--- src/rtl/core/gke_pkg.sv ---
// gke_pkg: shared types, constants and helpers of the group key element extractor
// no dependencies; used by the channel interfaces and by gtk_kde_extractor_top
package gke_pkg;

    // fixed field widths of the channels
    localparam int unsigned BYTE_W      = 8;
    localparam int unsigned INDEX_W     = 2;
    localparam int unsigned LEN_W       = 6;
    localparam int unsigned WORD_W      = 64;
    localparam int unsigned NUM_WORDS   = 4;
    localparam int unsigned WORD_BYTES  = WORD_W / BYTE_W;
    localparam int unsigned STORE_BYTES = NUM_WORDS * WORD_BYTES;

    // default key store size in bytes (1..STORE_BYTES)
    localparam int unsigned KEY_BYTES_DEF = 32;

    // element constants
    localparam logic [BYTE_W-1:0] TYPE_END    = 8'h00;
    localparam logic [BYTE_W-1:0] TYPE_VENDOR = 8'hDD;
    localparam logic [BYTE_W-1:0] OUI_0       = 8'h00;
    localparam logic [BYTE_W-1:0] OUI_1       = 8'h0F;
    localparam logic [BYTE_W-1:0] OUI_2       = 8'hAC;
    localparam logic [BYTE_W-1:0] DATA_GTK    = 8'h01;
    localparam logic [BYTE_W-1:0] INDEX_MASK  = 8'h03;
    localparam logic [BYTE_W-1:0] HDR_LEN     = 8'd6;
    localparam logic [BYTE_W-1:0] OFS_INDEX   = 8'd4;
    localparam logic [BYTE_W-1:0] OFS_TAG_END = 8'd4;

    typedef enum logic [1:0] {
        PH_TYPE,
        PH_LEN,
        PH_BODY,
        PH_STOP
    } t_phase;

    typedef struct packed {
        logic                             found;
        logic [INDEX_W-1:0]               key_index;
        logic [LEN_W-1:0]                 key_length;
        logic [NUM_WORDS-1:0][WORD_W-1:0] key_words;
    } t_key_result;

    // expected oui / data type byte at body offsets 0..3
    function automatic logic [BYTE_W-1:0] tag_byte(input logic [1:0] ofs);
        logic [BYTE_W-1:0] t;
        case (ofs)
            2'd0:    t = OUI_0;
            2'd1:    t = OUI_1;
            2'd2:    t = OUI_2;
            default: t = DATA_GTK;
        endcase
        return t;
    endfunction

endpackage

--- src/rtl/core/gke_byte_if.sv ---
// gke_byte_if: valid/ready channel carrying one key-data byte per word
// depends on gke_pkg for field widths
interface gke_byte_if;
    logic                      valid;
    logic                      ready;
    logic [gke_pkg::BYTE_W-1:0] data_byte;
    logic                      last_byte;

    modport source (output valid, output data_byte, output last_byte, input ready);
    modport sink   (input valid, input data_byte, input last_byte, output ready);
endinterface

--- src/rtl/core/gke_key_if.sv ---
// gke_key_if: valid/ready channel carrying one group key report per word
// depends on gke_pkg for field widths
interface gke_key_if;
    logic                        valid;
    logic                        ready;
    logic                        found;
    logic [gke_pkg::INDEX_W-1:0] key_index;
    logic [gke_pkg::LEN_W-1:0]   key_length;
    logic [gke_pkg::WORD_W-1:0]  key_word_0;
    logic [gke_pkg::WORD_W-1:0]  key_word_1;
    logic [gke_pkg::WORD_W-1:0]  key_word_2;
    logic [gke_pkg::WORD_W-1:0]  key_word_3;

    modport source (output valid, output found, output key_index, output key_length,
                    output key_word_0, output key_word_1, output key_word_2,
                    output key_word_3, input ready);
    modport sink   (input valid, input found, input key_index, input key_length,
                    input key_word_0, input key_word_1, input key_word_2,
                    input key_word_3, output ready);
endinterface

--- src/rtl/core/gtk_kde_extractor_top.sv ---
// gtk_kde_extractor_top: group key element extractor; uses gke_pkg and both channel ifs
// a last byte's report is registered into the output register, or into the skid register while the output stalls
// throughput: one byte per cycle, set by the single-pass parser step on each byte;
// output register plus skid stalls the input only while two reports wait
// reset (synchronous, active low) clears the parser, the found flag, the key store,
// key index and key length at once; no clearing pass
module gtk_kde_extractor_top #(
    parameter int unsigned KEY_BYTES = gke_pkg::KEY_BYTES_DEF
) (
    input  logic           i_clk,
    input  logic           i_rst_n,
    gke_byte_if.sink       i_byte_if,
    gke_key_if.source      o_key_if
);
    import gke_pkg::*;

    // ------------------------------------------------------------------
    // parser state
    // ------------------------------------------------------------------
    t_phase              r_phase,  n_phase;
    logic [BYTE_W-1:0]   r_offset, n_offset;   // position inside element body
    logic [BYTE_W-1:0]   r_type,   n_type;
    logic [BYTE_W-1:0]   r_length, n_length;
    logic                r_oui,    n_oui;      // oui and data type still match
    logic [INDEX_W-1:0]  r_cidx,   n_cidx;     // candidate key index
    logic                r_found,  n_found;    // committed in this sequence

    // candidate key bytes, written as the body streams in (no reset needed)
    logic [BYTE_W-1:0]   r_cand  [KEY_BYTES];
    // committed key store
    logic [BYTE_W-1:0]   r_store [KEY_BYTES];
    logic [BYTE_W-1:0]   n_store [KEY_BYTES];
    logic [INDEX_W-1:0]  r_sidx,   n_sidx;
    logic [LEN_W-1:0]    r_slen,   n_slen;

    // output stage
    logic                r_out_valid;
    t_key_result         r_out;
    logic                r_skid_valid;
    t_key_result         r_skid;

    // ------------------------------------------------------------------
    // handshake
    // ------------------------------------------------------------------
    logic        accept;
    logic        res_valid;
    logic        out_free;
    t_key_result res;

    logic [BYTE_W-1:0] in_byte;
    logic              in_last;

    assign in_byte = i_byte_if.data_byte;
    assign in_last = i_byte_if.last_byte;

    // only a full skid register stops the input
    assign i_byte_if.ready = !r_skid_valid;
    assign accept          = i_byte_if.valid && !r_skid_valid;
    assign res_valid       = accept && in_last;
    assign out_free        = !r_out_valid || o_key_if.ready;

    // ------------------------------------------------------------------
    // element decode
    // ------------------------------------------------------------------
    logic              body_done;   // this byte closes the element body
    logic              is_gtk;      // element qualifies as group key element
    logic              commit;
    logic              cand_wr;     // this byte is a key byte
    logic [BYTE_W-1:0] len_m6;
    logic [LEN_W-1:0]  key_len;

    assign body_done = ({1'b0, r_offset} + 9'd1) >= {1'b0, r_length};
    assign is_gtk    = (r_type == TYPE_VENDOR) && (r_length >= HDR_LEN) && r_oui;
    assign commit    = accept && (r_phase == PH_BODY) && body_done && is_gtk;
    assign cand_wr   = accept && (r_phase == PH_BODY) && (r_offset >= HDR_LEN);
    assign len_m6    = r_length - HDR_LEN;
    // key length clipped to the store size
    assign key_len   = (len_m6 > BYTE_W'(KEY_BYTES)) ? LEN_W'(KEY_BYTES) : LEN_W'(len_m6);

    // next phase
    always_comb begin
        n_phase = r_phase;
        if (accept) begin
            case (r_phase)
                PH_TYPE: begin
                    n_phase = (in_byte == TYPE_END) ? PH_STOP : PH_LEN;
                end
                PH_LEN: begin
                    // zero length closes the element at once, never a key
                    n_phase = (in_byte == TYPE_END) ? PH_TYPE : PH_BODY;
                end
                PH_BODY: begin
                    if (body_done) begin
                        n_phase = is_gtk ? PH_STOP : PH_TYPE;
                    end
                end
                default: begin
                    n_phase = PH_STOP;
                end
            endcase
            // end of sequence restarts the walk
            if (in_last) begin
                n_phase = PH_TYPE;
            end
        end
    end

    // parser fields and key store
    always_comb begin
        n_type   = r_type;
        n_length = r_length;
        n_offset = r_offset;
        n_oui    = r_oui;
        n_cidx   = r_cidx;
        n_found  = r_found;
        n_sidx   = r_sidx;
        n_slen   = r_slen;

        if (accept) begin
            case (r_phase)
                PH_TYPE: begin
                    if (in_byte != TYPE_END) begin
                        n_type = in_byte;
                    end
                end
                PH_LEN: begin
                    n_length = in_byte;
                    n_offset = '0;
                    n_oui    = 1'b1;
                end
                PH_BODY: begin
                    if (r_offset < OFS_TAG_END) begin
                        if (in_byte != tag_byte(r_offset[1:0])) begin
                            n_oui = 1'b0;
                        end
                    end else if (r_offset == OFS_INDEX) begin
                        n_cidx = INDEX_W'(in_byte & INDEX_MASK);
                    end
                    if (!body_done) begin
                        n_offset = r_offset + 8'd1;
                    end
                end
                default: begin
                end
            endcase
        end

        if (commit) begin
            n_found = 1'b1;
            n_sidx  = r_cidx;
            n_slen  = key_len;
        end

        // bytes past the new length keep their old value; the last key byte may
        // arrive on the committing cycle, so it bypasses the candidate register
        for (int i = 0; i < KEY_BYTES; i++) begin
            n_store[i] = r_store[i];
            if (commit && (LEN_W'(i) < key_len)) begin
                if (cand_wr && (r_offset == BYTE_W'(i + 6))) begin
                    n_store[i] = in_byte;
                end else begin
                    n_store[i] = r_cand[i];
                end
            end
        end
    end

    // report built from the state after this byte
    always_comb begin
        res.found      = n_found;
        res.key_index  = n_sidx;
        res.key_length = n_slen;
        res.key_words  = '0;
        for (int j = 0; j < STORE_BYTES; j++) begin
            if (j < KEY_BYTES) begin
                res.key_words[j / WORD_BYTES][(j % WORD_BYTES) * BYTE_W +: BYTE_W] =
                    n_store[j % KEY_BYTES];
            end
        end
    end

    // ------------------------------------------------------------------
    // registers
    // ------------------------------------------------------------------
    always_ff @(posedge i_clk) begin
        if (!i_rst_n) begin
            r_phase  <= PH_TYPE;
            r_offset <= '0;
            r_type   <= '0;
            r_length <= '0;
            r_oui    <= 1'b0;
            r_cidx   <= '0;
            r_found  <= 1'b0;
            r_sidx   <= '0;
            r_slen   <= '0;
            for (int i = 0; i < KEY_BYTES; i++) begin
                r_store[i] <= '0;
            end
        end else begin
            r_phase <= n_phase;
            r_sidx  <= n_sidx;
            r_slen  <= n_slen;
            r_store <= n_store;
            if (res_valid) begin
                // clear the per-sequence parse state
                r_offset <= '0;
                r_type   <= '0;
                r_length <= '0;
                r_oui    <= 1'b0;
                r_cidx   <= '0;
                r_found  <= 1'b0;
            end else begin
                r_offset <= n_offset;
                r_type   <= n_type;
                r_length <= n_length;
                r_oui    <= n_oui;
                r_cidx   <= n_cidx;
                r_found  <= n_found;
            end
        end
    end

    // candidate key bytes, one entry per key-byte offset in the body
    always_ff @(posedge i_clk) begin
        for (int i = 0; i < KEY_BYTES; i++) begin
            if (cand_wr && (r_offset == BYTE_W'(i + 6))) begin
                r_cand[i] <= in_byte;
            end
        end
    end

    // output register and skid
    always_ff @(posedge i_clk) begin
        if (!i_rst_n) begin
            r_out_valid  <= 1'b0;
            r_skid_valid <= 1'b0;
        end else begin
            if (out_free) begin
                if (r_skid_valid) begin
                    r_out_valid  <= 1'b1;
                    r_skid_valid <= 1'b0;
                end else begin
                    r_out_valid <= res_valid;
                end
            end else if (res_valid) begin
                r_skid_valid <= 1'b1;
            end
        end
    end

    always_ff @(posedge i_clk) begin
        if (out_free) begin
            if (r_skid_valid) begin
                r_out <= r_skid;
            end else if (res_valid) begin
                r_out <= res;
            end
        end else if (res_valid) begin
            r_skid <= res;
        end
    end

    assign o_key_if.valid      = r_out_valid;
    assign o_key_if.found      = r_out.found;
    assign o_key_if.key_index  = r_out.key_index;
    assign o_key_if.key_length = r_out.key_length;
    assign o_key_if.key_word_0 = r_out.key_words[0];
    assign o_key_if.key_word_1 = r_out.key_words[1];
    assign o_key_if.key_word_2 = r_out.key_words[2];
    assign o_key_if.key_word_3 = r_out.key_words[3];

endmodule
--- src/flat_wrapper.sv ---
// flat-port wrapper written by rule: the top's interface ports become plain ports
module gtk_kde_extractor_top_flat import gke_pkg::*;
#(
    parameter int unsigned KEY_BYTES = gke_pkg::KEY_BYTES_DEF
)
  (i_clk, i_rst_n, i_byte_if_valid, i_byte_if_data_byte, i_byte_if_last_byte, i_byte_if_ready, o_key_if_valid, o_key_if_found, o_key_if_key_index, o_key_if_key_length, o_key_if_key_word_0, o_key_if_key_word_1, o_key_if_key_word_2, o_key_if_key_word_3, o_key_if_ready);
  gke_byte_if i_byte_if_i ();
  gke_key_if o_key_if_i ();
  input  logic i_clk;
  input  logic i_rst_n;
  input wire logic [$bits(i_byte_if_i.valid)-1:0] i_byte_if_valid;
  input wire logic [$bits(i_byte_if_i.data_byte)-1:0] i_byte_if_data_byte;
  input wire logic [$bits(i_byte_if_i.last_byte)-1:0] i_byte_if_last_byte;
  output wire logic [$bits(i_byte_if_i.ready)-1:0] i_byte_if_ready;
  output wire logic [$bits(o_key_if_i.valid)-1:0] o_key_if_valid;
  output wire logic [$bits(o_key_if_i.found)-1:0] o_key_if_found;
  output wire logic [$bits(o_key_if_i.key_index)-1:0] o_key_if_key_index;
  output wire logic [$bits(o_key_if_i.key_length)-1:0] o_key_if_key_length;
  output wire logic [$bits(o_key_if_i.key_word_0)-1:0] o_key_if_key_word_0;
  output wire logic [$bits(o_key_if_i.key_word_1)-1:0] o_key_if_key_word_1;
  output wire logic [$bits(o_key_if_i.key_word_2)-1:0] o_key_if_key_word_2;
  output wire logic [$bits(o_key_if_i.key_word_3)-1:0] o_key_if_key_word_3;
  input wire logic [$bits(o_key_if_i.ready)-1:0] o_key_if_ready;
  assign i_byte_if_i.valid = i_byte_if_valid;
  assign i_byte_if_i.data_byte = i_byte_if_data_byte;
  assign i_byte_if_i.last_byte = i_byte_if_last_byte;
  assign i_byte_if_ready = i_byte_if_i.ready;
  assign o_key_if_valid = o_key_if_i.valid;
  assign o_key_if_found = o_key_if_i.found;
  assign o_key_if_key_index = o_key_if_i.key_index;
  assign o_key_if_key_length = o_key_if_i.key_length;
  assign o_key_if_key_word_0 = o_key_if_i.key_word_0;
  assign o_key_if_key_word_1 = o_key_if_i.key_word_1;
  assign o_key_if_key_word_2 = o_key_if_i.key_word_2;
  assign o_key_if_key_word_3 = o_key_if_i.key_word_3;
  assign o_key_if_i.ready = o_key_if_ready;
  gtk_kde_extractor_top #(.KEY_BYTES(KEY_BYTES)) u_core (.i_clk(i_clk), .i_rst_n(i_rst_n), .i_byte_if(i_byte_if_i), .o_key_if(o_key_if_i));
endmodule
--- config.mk ---
export PLATFORM = sky130hd
export DESIGN_NAME = gtk_kde_extractor_top_flat
export DESIGN_NICKNAME = d
export VERILOG_FILES = /design/src/rtl/core/gke_pkg.sv /design/src/rtl/core/gke_byte_if.sv /design/src/rtl/core/gke_key_if.sv /design/src/rtl/core/gtk_kde_extractor_top.sv /design/src/flat_wrapper.sv
export SDC_FILE = /design/constraint.sdc
export NUM_CORES = 1
export LEC_CHECK = 0
export ABC_CLOCK_PERIOD_IN_PS = 25000
export BUFFER_PORTS_ARGS = -buffer_cell sky130_fd_sc_hd__buf_2
export CORE_ASPECT_RATIO = 2
export CORE_MARGIN = 4
export CORE_UTILIZATION = 30
export DETAILED_ROUTE_END_ITERATION = 8
export GPL_TIMING_DRIVEN = 0
export PLACE_DENSITY = 0.55
export SLEW_MARGIN = 30
export SYNTH_ARGS = -nofsm -noshare
export SYNTH_HDL_FRONTEND = slang
export SYNTH_SLANG_ARGS = --single-unit
export TNS_END_PERCENT = 100
--- constraint.sdc ---
create_clock -name i_clk -period 25 [get_ports i_clk]
set_clock_uncertainty 0.05 [all_clocks]
set_input_delay 5 -clock i_clk [delete_from_list [all_inputs] [get_ports i_clk]]
set_output_delay 5 -clock i_clk [all_outputs]
set_load 0.1 [all_outputs]
# Word-level counts from Yosys, hierarchy flattened
# Memory sizes are Yosys's and may differ from the RTL's.
# Cells that the tools add are included.
# totals
latchBits	0
mem_bits_ro	0
ramBits	256
reg_bits	826
out_inout_bits	267
input_bits	13
memories	1
word_cells	509
# classes
multipliers	0
n_bitwise	3
n_reduce_logical	122
n_eq_ne	43
shift	0
div_mod_pow	0
n_mux	243
n_lt_le_gt_ge	37
addsub	3
# memory_table
memory	depth	word_bits	read_ports	rd_clocked_by_memory_dff	write_ports	line_no	text
u_core.r_cand	32	8	32	0	1	gtk_kde_extractor_top.sv:29	logic [BYTE_W-1:0] r_cand [KEY_BYTES];
# ops
op	n
$mux W8	99
$mux W265	2
$reduce_or A8 Y1	31
$mux W5	31
$eq A8 B5 Y1 const B	16
$mux W1	99
$lt A5 B6 Y1 const A	16
$logic_and A1 B1 Y1	72
$eq A8 B4 Y1 const B	8
$eq A8 B6 Y1 const B	6
$lt A4 B6 Y1 const A	8
$eq A8 B3 Y1 const B	3
$lt A3 B6 Y1 const A	4
$pmux W8 S3	1
$ge A8 B3 Y1 const B	2
$pmux W8 S2	1
$lt A1 B6 Y1 const A	2
$lt A2 B6 Y1 const A	2
$mux W2	6
$mux W6	2
$add A8 B1 Y9 const B	1
$ge A9 B8 Y1	1
$add A8 B1 Y8 const B	1
$eq A8 B8 Y1 const B	1
other kinds (21)	36

# Depth between registers and ports, before layout
# Gate-level depths: netlist (run 1).
# logic_depth
ltp_word	39
mapped_depth	15

# Worst setup path after synthesis (run 1)
# OpenSTA, ideal clock, no wires.
# synth_path
path_type	in2reg
start	input i_byte_if_valid
end	register u_core.r_skid[0] (netlist name), enable pin
stages	2
t_arrival_ps	23018
required_ps	23734
path_buffers	0
path_slack_ps	715
path_cell_list	nand2_1 > nor3_1
# synth_between
elab_chain_len	3
# synth_rtl
item	line_no	text
start: declaration	flat_wrapper.sv:11	input wire logic [$bits(i_byte_if_i.valid)-1:0] i_byte_if_valid;
$logic_and A1 B1 Y1	gtk_kde_extractor_top.sv:58	assign accept = i_byte_if.valid && !r_skid_valid;
$logic_and A1 B1 Y1	gtk_kde_extractor_top.sv:59	assign res_valid = accept && in_last;
$reduce_and A2 Y1 (no source line)	--	
end signal: assignment	gtk_kde_extractor_top.sv:259	r_skid <= res;
end: declaration	gtk_kde_extractor_top.sv:40	t_key_result r_skid;
# Every way passes these cells.
# A chain may end at the register's enable or synchronous reset.

# Worst setup path in the final report (run 1)
# layout_path
start	register u_core.r_skid_valid
end	output i_byte_if_ready
# layout_between
elab_chain_len	1
# layout_rtl
item	line_no	text
start: declaration	gtk_kde_extractor_top.sv:39	logic r_skid_valid;
start signal: assignment	gtk_kde_extractor_top.sv:236	r_skid_valid <= 1'b0;
start signal: assignment	gtk_kde_extractor_top.sv:241	r_skid_valid <= 1'b0;
start signal: assignment	gtk_kde_extractor_top.sv:246	r_skid_valid <= 1'b1;
$logic_not A1 Y1	gtk_kde_extractor_top.sv:57	assign i_byte_if.ready = !r_skid_valid;
end: declaration	flat_wrapper.sv:14	output wire logic [$bits(i_byte_if_i.ready)-1:0] i_byte_if_ready;
# Every way passes these cells.

==> metrics list, run 1 <==
* Most common library cells after synthesis: 552 x sky130_fd_sc_hd__dfxtp_1, 530 x sky130_fd_sc_hd__edfxtp_1, 416 x sky130_fd_sc_hd__mux2_2
* H-tree Lvls: 3
* Kind of capture point of the worst setup path: output pin
- Portion of the clock cycle consumed by the worst path in the final layout: 0.361
* Area growth from synthesis to layout: 18.3%
* Total wirelength of the detailed-routed design: 116000 um
* Internal power of the cells: between 2000 and 3000 uW
- Of the total synthesized cell area, the portion taken by XOR and XNOR cells is 0.00234.
- Share of cell area taken by muxes after synthesis: 0.169
* Final-layout fill cell count: 13.3k
* Worst min path class: flop to flop
- Final max-slew violation count: 0
- The design draws approximately 3600 uW.
* Register-to-Register Path Depth: 15
- Core region area: 137000 um2
- The path with the worst hold slack has its endpoint at u_core.r_cand[1][2].
- Of the total power, combinational logic draws 0.061.
- The number of endpoints with negative hold slack in the final report is 0.
- The first global-routing pass estimated 169000 um of wire.
- TritonCTS sink count: around 1.1k
* CTS Buf Count: 98
* Adder and majority cell fraction of the synthesized area: 0.00607
- Pre-CTS setup slack: 16450 ps
- In this run the power density over the cells is 74.3 nW/um2.
- Counting both buffers and inverters, the worst setup path holds a total of 5.
- Entering global routing, the biggest net connects 28 pins.
- Starting Density: 0.301
- Die area: between 100000 and 150000 um2
* Stage delay of the slowest cell on the critical path: ~760 ps
- In this run, synthesis produced a sequential element count of 1082.
- Footprint of the multi-input gates: around 13000 um2
- Post-CTS Repair Setup Buffers: 0
- In the routed layout, each cell is associated on average with a via count of around 4.6.
- First-pass DRT Iterations: 6
- Clock latency on the worst-skew pair, taken at its later pin, is between 700 and 800 ps.
- After clock tree synthesis, the clock-pin slew on the worst setup and hold paths is 70 ps.
- Number of global-route vias before repair: 24.9k
- Post-detailed-route count of antenna-violating nets: 0
* Maximum clock rate: approximately 110 MHz
* Dominant combinational cell family by area after synthesis: multiplexers
- Number of unique standard cell types used by synthesis: 92
- Share of synthesized registers carrying an async set or reset: 0
* Largest driver fanout on the critical path: 10
* Final #Nets: 3485
- Setup repair after global routing left no endpoint under its margin.
* Hold slack final: 398 ps
* End-of-flow core utilization: 0.357
* Flip-flop cell with the highest count after synthesis: sky130_fd_sc_hd__dfxtp_1
* Switch share: 0.244
- Average detailed-routed wire length per instance: ~22 um
* Die width: 270 um
- Average instance area after synthesis: 13.6 um2
* Worst IR drop on VDD: 0.0000505 V
- Leading cell types by total area after synthesis: sky130_fd_sc_hd__edfxtp_1 39%, sky130_fd_sc_hd__dfxtp_1 27%, sky130_fd_sc_hd__mux2_2 11%
- Final routed DRC violation total: 0
* Post-CTS Hold Fix Bufs: 0
- The flow ran to the end, and the final reports show no timing, DRC or antenna violations.
* Fraction of final layout cells sized beyond drive strength 1: 0.315
- 280 I/O pins were placed.
- Critical-path cell with the highest stage delay: sky130_fd_sc_hd__clkbuf_1
- Critical register-to-register path endpoint: u_core.o_key_if.key_word_0[54]
- Cell type contributing the most total cell area after synthesis: sky130_fd_sc_hd__edfxtp_1
- Critical Path Most Common Cell: sky130_fd_sc_hd__clkbuf_2
- Simple-Gate Fraction of Synth Area: 0.0866
- For this block, the via count after detailed routing is 24.4k.
* Number of buffers on the longest clock path: 3
* Number of input and output port buffers inserted: 271
* Starting DRT DRC Count: 1074
* Path type of the worst setup path: flop to output pin
- Total global-route track usage: 0.159
- Worst hold path startpoint: u_core.r_cand[1][2]
- Measured against its own limit, the worst slew margin works out to 0.321.
* Count of mapped cells out of synthesis: between 3k and 4k
- sky130_fd_sc_hd__dfxtp_1 is the most common cell in the netlist.
- Complex-gate fraction of the synthesized area: 0.0517
- The tree is rooted in a sky130_fd_sc_hd__clkbuf_16.
- After clock tree synthesis, the repair step resized 0 gates.
* Switching power summed over all nets: between 800 and 900 uW
* Total global routing overflow: 0
- Share of power burned in the clock network: 0.420
- Of the synthesized area, sequential elements account for 0.654.
* Leakage power total: approximately 0.020 uW
- Total of endpoints with negative setup slack in the final report: 0
* Data arrival at the endpoint of the critical path: between 3000 and 4000 ps
- The initial antenna violation count is 4.
- TritonCTS clock tree: done
- In this run the vertical extent of the chip is 532 um.
- The worst hold path was traced through 2 stages.
- During synthesis, Yosys emitted a total of 0 warnings.
- The floorplan has 192 rows.
* Critical path's top delay family: buffers and inverters
- Cell-by-cell listing of the critical path: clkbuf_1 > inv_2 > clkbuf_2 > clkbuf_2 > buf_2
- Syn Nets: 3061
- Slack of the worst reg-to-reg path: approximately 20000 ps
- Smallest setup slack after layout: 15980 ps
- After legalization and detailed placement, the total HPWL measured ~83000 um.
- Critical register-to-register path startpoint: u_core.r_offset[0]
* Register cell area after layout: 27000 um2
- CP Data Required Time: 19950 ps
- Minimum clock period: about 9000 ps
* Number of maximum-capacitance violations: 0
* Number of enable-type register cells in the synthesized netlist: 530
- Gpl congestion: 0.881
- In this run the cell area of the synthesized design comes to 41200 um2.
* Sequential fraction of design power: 0.519
- Setup crit start kind: flop
* Proportion of netlist area held by the largest area contributor: 0.386
- For the pin with the worst max-slew slack, the measured transition is ~1000 ps.
## flip-flops by register name (all words and copies together) (netlist names), 2 cells and up
register,count
u_core.o_key_if.key_index,2
u_core.o_key_if.key_length,6
u_core.o_key_if.key_word_0,64
u_core.o_key_if.key_word_1,64
u_core.o_key_if.key_word_2,64
u_core.o_key_if.key_word_3,64
u_core.r_cand,256
u_core.r_cidx,2
u_core.r_length,8
u_core.r_offset,8
u_core.r_phase,2
u_core.r_sidx,2
u_core.r_skid,265
u_core.r_slen,6
u_core.r_store,256
u_core.r_type,8
## tightest hold or removal path, cell delays in order, from the launching register on
cell,delay [ps]
sky130_fd_sc_hd__dfxtp_1,310
sky130_fd_sc_hd__mux2i_1,70
sky130_fd_sc_hd__inv_1,50
## layout by cell type, fill, tap and decap left out, drive strengths merged, types with 13 or more instances in the layout
cell type / synthesis / final
a31oi: 13 / 13
nor2: 152 / 152
clkinv: 0 / 20
nor4: 21 / 21
o31ai: 19 / 19
o21ai: 101 / 101
mux2: 496 / 496
clkbuf: 123 / 270
and3: 17 / 17
edfxtp: 530 / 530
buf: 50 / 374
dfxtp: 552 / 552
nand3: 47 / 47
inv: 124 / 137
ha: 20 / 20
mux2i: 108 / 108
o211ai: 29 / 29
nor3: 30 / 30
a21oi: 86 / 86
nand2: 241 / 241
and2: 136 / 136
## kinds of logic (layout without fill, tap and decap cells)
family / after synthesis / after routing
adder cells (fa/ha/maj): 20 / 20
AO/OA/AOI/OAI: 310 / 310
other: 0 / 1
multiplexers: 604 / 604
flip-flops: 1082 / 1082
AND/OR/NAND/NOR: 704 / 704
buffers and inverters: 297 / 807
XOR/XNOR: 11 / 11
## metal layers
layer / vias up / GRT usage / part of all wire
met5: - / 0 / 0
met2: 553 / 0.294 / 0.52
li1: 11600 / - / -
met4: 0 / 0.0640 / 0.036
met3: 142 / 0.0211 / 0.035
met1: 12000 / 0.183 / 0.40
## per-stage QoR
| stage | TNS (ps) | cell area (um2) | instances |
|---|---|---|---|
| after floorplan | 0 | 41200 | 3028 |
| after global placement | -3056200 | 44700 | 5045 |
| after detailed placement | 0 | 45500 | 5098 |
| after CTS | 0 | 48700 | 5284 |
| after global routing | 0 | 48700 | 5285 |
| final | 0 | 48700 | 5285 |
## area by class of cell
class | count | area share
sequential | 1082 | 0.553
tap | 1746 | 0.0448
antenna | 1 | 0.0000513
timing repair buffer | 324 | 0.0418
inverter | 124 | 0.00955
buffer | 173 | 0.0165
clock buffer | 147 | 0.0585
clock inverter | 39 | 0.00729
multi-input combinational | 1649 | 0.268
## power by group through the flow
| stage | clock [uW] | combinational [uW] | sequential (uW) |
|---|---|---|---|
| floorplan | 0 | 40.6 | 2050 |
| global placement | 0 | 212 | 1940 |
| detailed placement | 0 | 224 | 1920 |
| CTS | 1580 | 225 | 1880 |
| global route | 1640 | 228 | 1880 |
| finish | 1520 | 220 | 1880 |
## worst max-delay path by stage
| stage | slack, ps | start | depth (start not counted) | end |
|---|---|---|---|---|
| 3_3_place_gp | -11580 | i_byte_if_valid | 3 | u_core.r_skid[11] |
| 5_1_grt | 15740 | u_core.r_skid_valid | 5 | i_byte_if_ready |
| 3_5_place_dp | 16450 | i_byte_if_valid | 9 | u_core.o_key_if.key_word_0[31] |
| 2_1_floorplan | 720 | i_byte_if_valid | 2 | u_core.r_skid[0] |
| 4_1_cts | 15750 | u_core.r_skid_valid | 5 | i_byte_if_ready |
| 6_report | 15980 | u_core.r_skid_valid | 5 | i_byte_if_ready |
Note: power is estimated with default switching activity, not from simulation.
==> run 2, diff against run 1 <==
Settings changed: ABC_CLOCK_PERIOD_IN_PS 25000 to 8000.
Clock period 25 ns to 8 ns, I/O delays scaled along.
==> run 2 against run 1 <==
Hold slack better by 4.9 ps. Die area stayed put. Largest cell class unchanged. Largest power group unchanged. Core utilization is 0.071 points higher. Worst setup slack worse by 14000 ps. Flip-flop and latch count stayed put. Non-clock buffer count is 15 lower. Critical endpoint unchanged.
==> metrics list, run 2 (synthesis gave the netlist of run 1 again) <==
- Run status: completed
- For the pin with the worst max-slew slack, the measured transition is 986 ps.
- TritonCTS created 99 clock buffers.
* Final #Nets: 3471
- Post-CTS Hold Fix Bufs: 0
- Of the cells placed in the final design, the portion with a size suffix greater than 1 is 0.314.
- Of all nets on the critical path, the largest fanout is 10.
* RSZ-0062 raised after global routing: no
- For this run, the slowest stage of the critical path takes 740 ps.
- After detailed routing, the average wire length per cell comes to 22.0 um.
- STA classifies the critical path endpoint as an output pin.
- Largest reg by FF count: u_core.r_skid
- Traced cell by cell, the critical path runs through clkbuf_1 > inv_2 > clkbuf_2 > clkbuf_1 > buf_2.
* Registers with the highest flip-flop counts: u_core.r_skid (265), u_core.r_cand (256), u_core.r_store (256)
* Number of buffers on the longest clock path: 3
- The via count of the first global-routing pass came to 24.9k.
* First-pass DRT Iterations: 8
- The tightest hold path in the finished design has a slack of just over 400 ps.
- The critical path is of the flop to output pin type.
- During placement, the flow inserted port buffers numbering 271.
- TritonCTS sink count: between 1k and 1.5k
- TritonCTS built the clock tree.
- After detailed routing, the number of vias per cell comes to 4.62.
* Number of maximum-capacitance violations: 0
- Data arrival at the endpoint of the critical path: 4040 ps
- In this run the worst hold path is classified as flop to flop.
* Total wirelength of the detailed-routed design: 116000 um
* Most common cell after layout, fill and taps aside: sky130_fd_sc_hd__dfxtp_1
* Core region area: 137000 um2
* Total of endpoints with negative setup slack in the final report: 0
* Critical-path cell with the highest stage delay: sky130_fd_sc_hd__clkbuf_1
- 280 I/O pins were placed.
- After clock tree synthesis, the clock-pin slew on the worst setup and hold paths is 70 ps.
* Area growth from synthesis to layout: 18.5%
- Instance area at placement: ~45000 um2
- HPWL Detailed: 83100 um
- PwrDens: 234 nW/um2
- The initial utilization of the core area, before any placement, comes to 0.301.
- Non-Filler Cell Area, Final: between 40000 and 50000 um2
- Setup crit start kind: flop
- Timing would allow up to 176 MHz.
- Final routed DRC violation total: 0
- The tree is rooted in a sky130_fd_sc_hd__clkbuf_16.
* Max reg flops: 265
- The library cells used most frequently in the layout, excluding fill and tap cells, are 552 x sky130_fd_sc_hd__dfxtp_1, 530 x sky130_fd_sc_hd__edfxtp_1, 416 x sky130_fd_sc_hd__mux2_2, 305 x sky130_fd_sc_hd__buf_2, 241 x sky130_fd_sc_hd__nand2_1.
* Die area: roughly 140000 um2
* Final max-slew violation count: 0
- Post-detailed-route count of antenna-violating nets: 0
* Starting DRT DRC Count: around 1.3k
- Post-CTS Repair Setup Buffers: 0
- Final count of hold timing violations: 0
- Summing over every cut layer, the via total after detailed routing is 24.3k.
- Gpl congestion: 0.867
- Antenna violations before repair: 4
* Total global-route track usage: 0.158
- Global routing finished with a remaining overflow of 0.
- Final-layout fill cell count: 13.2k
- Post-cts gate resize count: 0
- The first global-routing pass estimated 169000 um of wire.
- For this design the static power due to leakage is 0.0196 uW.
* Skew-Pair Late Insertion Delay: 720 ps
- Data on the critical path is required at its endpoint by roughly 6400 ps.
- In the finished design, the share of the clock period the worst path needs comes to 0.711.
- In this run the number of H-tree levels came out at 3.
- The floorplan has 192 rows.
* Pin count of the biggest net entering global routing: 28
* Minimum clock period: 5690 ps
- Slew HR: 0.341
- Critical Path Most Common Cell: sky130_fd_sc_hd__clkbuf_1
- Measured along the y axis, the die boundary spans 532 um.
- Die width: 270 um
* Worst IR drop on VDD: 0.000181 V
[run 2: worst paths after layout]
path,from,to,slack (ps),cells past startpoint
min reg2reg,u_core.r_cand[1][4],u_core.r_cand[1][4],400,2
max reg2reg,u_core.r_offset[2],u_core.o_key_if.key_word_1[4],2920,14
min,u_core.r_cand[1][4],u_core.r_cand[1][4],400,2
max,u_core.r_skid_valid,i_byte_if_ready,2310,5
[run 2: report_power, final]
| group | internal (uW) | switching, uW |
|---|---|---|
| Sequential | 5850 | 23.1 |
| Clock | 2710 | 2150 |
| Combinational | 96.1 | 591 |
| Total | 8650 | 2760 |
[run 2: per-layer routing]
metal  share of wire  wire [um]  global-route usage
met4           0.035       4010              0.0611
met2            0.53      60900               0.292
met1            0.40      46700               0.184
met3           0.035       4090              0.0211
met5               0          0                   0
[run 2: area by class of cell]
type	instances	area, um2	share of cell area
Multi-Input combinational cell	1649	13100	0.268
Clock buffer	142	2860	0.0585
Antenna cell	2	5.00	0.000102
Timing Repair Buffer	309	2000	0.0410
Sequential cell	1082	27000	0.552
Inverter	124	465	0.00953
Clock inverter	45	474	0.00971
Buffer	173	805	0.0165
Tap cell	1746	2180	0.0447
[run 2: per-stage QoR]
stage	utilization	setup TNS, ps	setup slack (ps)	cells	total power [uW]
global route	0.357	0	2110	5271	11800
CTS	0.357	0	2110	5270	11600
floorplan	-	-154410	-583	3028	6500
global placement	0.328	-1498020	-5060	5045	6680
detailed placement	0.333	0	2910	5083	6690
finish	0.357	0	2310	5272	11400
[run 2: critical path: cells and delay by family, from the launching register on]
kind,cells,cell delay [ps]
buf+inv,5,2800
flops,1,500
